$ cat src/rtl/core/pqt_ram.sv
// Generic single-port-write, single-port-read RAM with registered read data.
// No dependencies.
module pqt_ram #(
  parameter int Width = 8,
  parameter int Depth = 16
) (
  input  logic                     clk_i,
  input  logic                     we_i,
  input  logic [$clog2(Depth)-1:0] waddr_i,
  input  logic [Width-1:0]         wdata_i,
  input  logic [$clog2(Depth)-1:0] raddr_i,
  output logic [Width-1:0]         rdata_o
);

  logic [Width-1:0] mem_q [Depth];

  always_ff @(posedge clk_i) begin
    if (we_i) mem_q[waddr_i] <= wdata_i;
    rdata_o <= mem_q[raddr_i];
  end

endmodule

$ cat config.mk
export PLATFORM = sky130hd
export DESIGN_NAME = pqt_ram
export DESIGN_NICKNAME = d
export VERILOG_FILES = /design/src/rtl/core/pqt_ram.sv
export SDC_FILE = /design/constraint.sdc
export NUM_CORES = 1
export LEC_CHECK = 0
export BUFFER_PORTS_ARGS = -buffer_cell sky130_fd_sc_hd__buf_4
export CORE_UTILIZATION = 40
export CTS_CLUSTER_SIZE = 10
export DETAILED_ROUTE_END_ITERATION = 8
export PLACE_DENSITY = 0.64
export SYNTH_ARGS = -nofsm -noshare
export SYNTH_HDL_FRONTEND = slang
export SYNTH_SLANG_ARGS = --single-unit
$ cat constraint.sdc
create_clock -name clk_i -period 2.68 [get_ports clk_i]
set_clock_uncertainty 0.1 [all_clocks]
set_input_delay 0.536 -clock clk_i [delete_from_list [all_inputs] [get_ports clk_i]]
set_output_delay 0.536 -clock clk_i [all_outputs]
set_load 0.01 [all_outputs]
==> results.md, run 1 <==
* Syn-to-layout area delta at 23.26%
* Buf/Inv on CP at 2
* Largest net degree at the start of global routing at 33
* Worst hold stages at 1
* CP max stage delay at 0.59 ns
* # setup viols final at 0
* Overall die height at 115.4 um
* Cell Area, Placed at 5619 um^2
* Antenna violations before repair at 0
* Global Route Usage Sum at 16.29%
* DRT Pass-1 Iters at 4
* Setup TNS at 0 ns
* Post-layout min period at 1.722 ns
* Sequential share of the synthesized area at 77.78%
* Die area at 13330 um^2
* Leakage at 0.002166 uW
* Pwr per Cell Area at 856.7 nW/um^2
* Clk sink count at 136
* Global-route wire length before repair at 14700 um
* Setup slack, reg-to-reg at 1.22 ns
* Share of the synthesized area in the top cell type at 74.67%
* Hold Violations, Final at 0
* Crit Path Class: in2reg
* Layout cells sized above 1 at 31.86%
* Worst hold path class: in2reg
* Core box area at 12570 um^2
* Final RePlAce weighted congestion at 0.7195
* Vias per cell at 5.141
* R2r worst-path depth at 3
* Synth area leaders: edfxtp_1 (75%), mux4_2 (7.9%), mux4_1 (7.1%)
* Mapped Cells at 229
* Fin crit share at 64.27%
* HPWL after DPL at 5945 um
* Clk_lat worst skew at 0.41 ns
* Mapped Avg Cell Area at 22.48 um^2
* Worst-path maximum fanout at 11
* H-tree depth at 4
* Metal-1 WL at 3946 um
* # diodes at 0
* Synth warn at 0
* Die Width at 115.4 um
* Slowest stage cell on the critical path: mux4_1
* RSZ-0062 raised after global routing: no
* Clock Tree Buf Depth at 2
* Worst R2R End: rdata_o[1]
* Total congestion overflow at 0
* Post-CTS sizing at 0
* Post-Syn Nets at 247
* CP top delay family: multiplexers
* CTS clk-pin slew, worst paths at 0.06 ns
* Rel. slew slack at 53.65%
* Critical path endpoint category: flip-flop
* Max-Cap Viols at 0
* CTS tree: done
* Port bufs at 25
* Status: finished clean
* Vias in the first global route at 2527
* CTS hold repair buffers at 0
* Post-Route WL at 9600 um
* Clk root buf: clkbuf_16
* Drt initial violations at 150
* Via count at 2401
* Post-CTS setup buffers at 0
* I/O pins at 26
* Worst VDD drop at 0.0003789 V
* Crit path DAT at 1.91 ns
* Filler cell count at 995
* Cell area after layout at 6345 um^2
* Met2 routed WL at 4879 um
* Reg2reg start: mem_q[6][1]
* # rows at 41
* Worst setup SP type: primary input
* Crit path cell chain: buf_4 -> buf_4 -> mux4_1 -> a22oi_1 -> nand2_1
* Drt drc at 0
* Required time worst endpoint at 2.87 ns
* Synthesized area at 5147 um^2
* DR top layer: met4
* Number of synthesized register bits at 136
* Fmax achieved at 580.6 MHz
* Final net count at 300
* Initial Util at 40.96%
* Routed Antenna Nets at 0
* Crit path depth at 5
* Post-synth top area cell: edfxtp_1
* Drt wl/cell at 20.56 um
* Worst slew pin tran at 0.6927 ns
* Met3 Wirelength at 674 um
* Crit-path most repeated cell: buf_4
* Crit path from: raddr_i[0]
* Last element of the critical path: rdata_o[3]
* Final Max Tran Viols at 0
* Num CTS Buffers at 17
* Synth unique cells at 19
worst min path at each step:
stage / start / slack (ns) / to
floorplan: mem_q[7][0] / 0.53 / rdata_o[0]
global placement: mem_q[11][2] / 0.56 / rdata_o[2]
detailed placement: mem_q[11][2] / 0.56 / rdata_o[2]
CTS: wdata_i[4] / 0.32 / mem_q[12][4]
global route: wdata_i[4] / 0.32 / mem_q[13][4]
finish: wdata_i[4] / 0.34 / mem_q[12][4]
state kept, by name, indices dropped and copies added (netlist names):
name     cells
mem_q      128
rdata_o      8
cells in the final DEF, fill, tap and decap left out:
master      synthesis  layout
mux4_2             18      18
clkbuf_8            0       2
and2b_1             1       1
nor3_1              4       4
nand3b_1            2       2
clkinv_4            0       1
clkbuf_16           0      17
edfxtp_1          128     128
nand2_1             9       9
dfxtp_1             8       8
bufinv_16           0       8
or3b_2              1       1
clkbuf_1            0       1
mux4_1             14      14
nor2b_1             1       1
nor2_1             13      13
buf_4               1      43
and2_1              1       1
clkinvlp_4          0       2
clkinv_2            0       1
nand3_1             1       1
a22oi_1            16      16
nand2b_1            2       2
buf_12              0       1
stage by stage:
step	util (%)	power (uW)	std cells	worst slack, ns	hold WS [ns]
6_report	50.48	5436	467	0.9577	0.3394
3_5_place_dp	44.71	2675	435	0.5228	0.5624
3_3_place_gp	44.71	2669	435	0.5287	0.5634
4_1_cts	50.48	5475	467	0.9548	0.3181
5_1_grt	50.48	5578	467	0.9183	0.3249
2_1_floorplan	-	2560	229	0.5511	0.5293
cells in the mapped netlist:
| master | number |
|---|---|
| mux4_1 | 14 |
| or3b_2 | 1 |
| buf_6 | 3 |
| edfxtp_1 | 128 |
| clkdlybuf4s25_2 | 3 |
| and2b_1 | 1 |
| and2_1 | 1 |
| nand2_1 | 9 |
| mux4_2 | 18 |
| nor2_1 | 13 |
| nand2b_1 | 2 |
| nor2b_1 | 1 |
| dfxtp_1 | 8 |
| nand3_1 | 1 |
| nand3b_1 | 2 |
| nor3_1 | 4 |
| buf_4 | 1 |
| a22oi_1 | 16 |
| buf_2 | 3 |
kinds of logic (layout without fill, tap and decap cells):
kind of cell / Yosys count / count (layout) / share of synthesized area, %
buf+inv: 10 / 76 / 1.677
simple gates: 35 / 35 / 3.184
flops: 136 / 136 / 77.78
mux: 32 / 32 / 15.02
compound gates: 16 / 16 / 2.334
final cells by class:
class / count / area [um^2] / area share, %
clock inverter: 12 / 269.0 / 4.240
tap: 172 / 215.2 / 3.392
timing repair buffer: 44 / 342.8 / 5.403
multi-input combinational: 83 / 1057 / 16.66
sequential: 136 / 4004 / 63.10
clock buffer: 20 / 456.7 / 7.198
per-layer routing:
metal,vias to the layer above,GRT usage [%]
met1,1225,21.34
met2,87,25.87
met3,10,4.132
met4,0,7.359
met5,-,0
li1,1079,-
power breakdown:
part / leakage [uW] / switching (uW) / internal, uW
registers: 0.00122 / 14.3 / 2380
logic: 0.000596 / 124 / 109
clock network: 0.000346 / 829 / 1980
worst register-to-register path, stage by stage (launching register included):
cell and delay, ns:
edfxtp_1 0.40, mux4_1 0.52, a22oi_1 0.25, nand2_1 0.08
(Power assumes the default switching activity.)
==> run 2, diff against run 1 <==
- clock period: 2.68 -> 1.6 ns (I/O delays scaled with it)
==> run 2 against run 1 <==
Net effect: sequential share of layout area increased by 0.19 points; register-to-register slack got worse by 1.1 ns; routed wire length increased by 1.2%; design area decreased by 0.30%.
==> results.md, run 2 (synthesis results as in run 1) <==
* Post-CTS setup buffers at 0 (unchanged)
* Fin crit share at 93.46%
* Largest net degree at the start of global routing at 17 (was 33)
* Global Route Usage Sum at 16.66% (was 16.29%)
* Final Max Tran Viols at 0 (unchanged)
* Antenna violations before repair at 0 (unchanged)
* Largest Register: mem_q (unchanged)
* Critical path endpoint category: flip-flop (unchanged)
* Die area at 13330 um^2 (unchanged)
* Filler cell count at 994 (was 995)
* Power Internal at 6767 uW (was 4469 uW)
* Slowest stage cell on the critical path: mux4_1 (unchanged)
* Final net count at 308 (was 300)
* CP max stage delay at 0.50 ns (was 0.59 ns)
* # diodes at 0 (unchanged)
* Switching Fraction at 18.63% (was 17.79%)
* Global-route wire length before repair at 14940 um (was 14700 um)
* Worst Hold Slack at 0.1109 ns (was 0.3394 ns)
* Post-layout min period at 1.495 ns
* DR top layer: met4 (unchanged)
* Setup TNS at 0 ns (unchanged)
* Drt drc at 0 (unchanged)
* Max FFs per register at 128 (unchanged)
* Routed Antenna Nets at 0 (unchanged)
* Met3 Wirelength at 747 um (was 674 um)
* Overall die height at 115.4 um (unchanged)
* Layout cells sized above 1 at 32.67% (was 31.86%)
* Switching power at 1550 uW (was 966.9 uW)
* R2r worst-path depth at 3 (unchanged)
* # setup viols final at 0 (unchanged)
* Cell Area, Placed at 5732 um^2 (was 5619 um^2)
* Leakage at 0.002164 uW (was 0.002166 uW)
* Core box area at 12570 um^2 (unchanged)
* Worst setup SP type: flip-flop (was primary input)
* HPWL after DPL at 6432 um (was 5945 um)
* Metal-1 WL at 4177 um (was 3946 um)
* Last element of the critical path: rdata_o[2] (was rdata_o[3])
* Port bufs at 25 (unchanged)
* Num CTS Buffers at 17 (unchanged)
* Multi-input logic area at 1072 um^2 (was 1057 um^2)
* CTS tree: done (unchanged)
* Clk sink count at 136 (unchanged)
* Required time worst endpoint at 1.79 ns (was 2.87 ns)
* Met2 routed WL at 4712 um (was 4879 um)
* Hold path start: wdata_i[5] (was wdata_i[4])
* RSZ-0062 raised after global routing: no (unchanged)
* Hold Violations, Final at 0 (unchanged)
* Combinational share of power at 5.0% (was 4.3%)
* Clock Tree Buf Depth at 2 (unchanged)
* Reg2reg start: mem_q[9][2] (was mem_q[6][1])
* Vias in the first global route at 2498 (was 2527)
* Most frequent cells in the layout: edfxtp_1 (128), buf_4 (48), mux4_2 (18), clkbuf_16 (17), a22oi_1 (16) (was edfxtp_1 (128), buf_4 (43), mux4_2 (18), clkbuf_16 (17), a22oi_1 (16))
* H-tree depth at 4 (unchanged)
* Rel. slew slack at 46.26% (was 53.65%)
* Most common cell after layout, fill and taps aside: edfxtp_1 (unchanged)
* Storage element area at 4004 um^2 (unchanged)
* CTS clk-pin slew, worst paths at 0.06 ns (about the same)
* Clk_lat worst skew at 0.41 ns (about the same)
* Worst slew pin tran at 0.8045 ns (was 0.6927 ns)
* I/O pins at 26 (unchanged)
* Post-CTS sizing at 0 (unchanged)
* Crit path cell chain: mux4_1 -> a22oi_1 -> nand2_1 (was buf_4 -> buf_4 -> mux4_1 -> a22oi_1 -> nand2_1)
* Status: finished clean (unchanged)
* Biggest regs: mem_q (128), rdata_o (8) (unchanged)
* Worst R2R End: rdata_o[2] (was rdata_o[1])
* Die Width at 115.4 um (unchanged)
* Drt initial violations at 164 (was 150)
* Crit Path Class: reg2reg (was in2reg)
* Syn-to-layout area delta at 22.90% (was 23.26%)
* Clock power share at 46.8% (was 51.7%)
* Worst VDD drop at 0.0009311 V (was 0.0003789 V)
* Drt wl/cell at 20.46 um (was 20.56 um)
* Cell area after layout at 6326 um^2 (was 6345 um^2)
* Initial Util at 40.96% (unchanged)
* Pwr per Cell Area at 1315 nW/um^2 (was 856.7 nW/um^2)
* CTS hold repair buffers at 0 (unchanged)
* Clk root buf: clkbuf_16 (unchanged)
* Worst hold path class: in2reg (unchanged)
* Max-Cap Viols at 0 (unchanged)
* DRT Pass-1 Iters at 4 (unchanged)
* Final RePlAce weighted congestion at 0.7246 (was 0.7195)
* # rows at 41 (unchanged)
* Crit path DAT at 1.68 ns (was 1.91 ns)
* Crit path from: mem_q[9][2] (was raddr_i[0])
* Worst-path maximum fanout at 1 (was 11)
* Total congestion overflow at 0 (unchanged)
* Via count at 2414 (was 2401)
* Vias per cell at 5.082 (was 5.141)
* Fmax achieved at 668.8 MHz
* Post-Route WL at 9719 um (was 9600 um)
* Setup slack, reg-to-reg at 0.10 ns (was 1.22 ns)
* Reg power frac at 48.2% (was 44.0%)
run 2: cell count changes in the layout (fill, tap and decap cells not counted), sizes merged:
cell,delta
clkinvlp,-1
buf,+8
clkinv,+4
clkbuf,+1
bufinv,-4
run 2: final cells by class:
class / count / area share [%]
Timing Repair Buffer: 52 / 6.962
Clock inverter: 11 / 2.433
Tap cell: 172 / 3.402
Clock buffer: 21 / 6.962
Sequential cell: 136 / 63.29
Multi-Input combinational cell: 83 / 16.95
run 2: per-layer routing:
metal  vias to the layer above  track usage [%]
li1                       1102                -
met1                      1225            23.49
met2                        83            24.67
met3                         4            4.969
met4                         0            6.234
met5                         -                0
run 2: metrics by stage:
stage	worst slack, ns	utilization (%)	total power [uW]	cells
CTS	0.1051	50.33	8386	475
finish	0.1047	50.33	8316	475
global placement	-0.2194	45.60	4499	443
global route	0.01782	50.33	8572	475
floorplan	-0.08615	-	4288	229
detailed placement	-0.2143	45.60	4511	443
run 2: power groups by stage:
stage	logic [uW]	registers, uW	clock network (uW)
after floorplan	203	4090	0
after global placement	416	4080	0
after detailed placement	425	4090	0
after CTS	426	4010	3950
after global routing	452	4020	4100
final	416	4010	3890
run 2: how the worst min path moves through the flow:
stage                         to  slack (ns)  cells after the start
floorplan            mem_q[0][0]        0.32                      0
CTS                  mem_q[1][5]        0.10                      1
detailed placement   mem_q[5][5]        0.53                      1
finish               mem_q[1][5]        0.11                      1
global route        mem_q[15][5]        0.11                      1
global placement     mem_q[0][5]        0.52                      1
run 2: worst max-delay path, delay by kind of cell (launching register included):
| family | cells | cell delay (ns) |
|---|---|---|
| flip-flops | 1 | 0.36 |
| multiplexers | 1 | 0.50 |
| AND/OR/NAND/NOR | 1 | 0.08 |
| AO/OA/AOI/OAI | 1 | 0.33 |
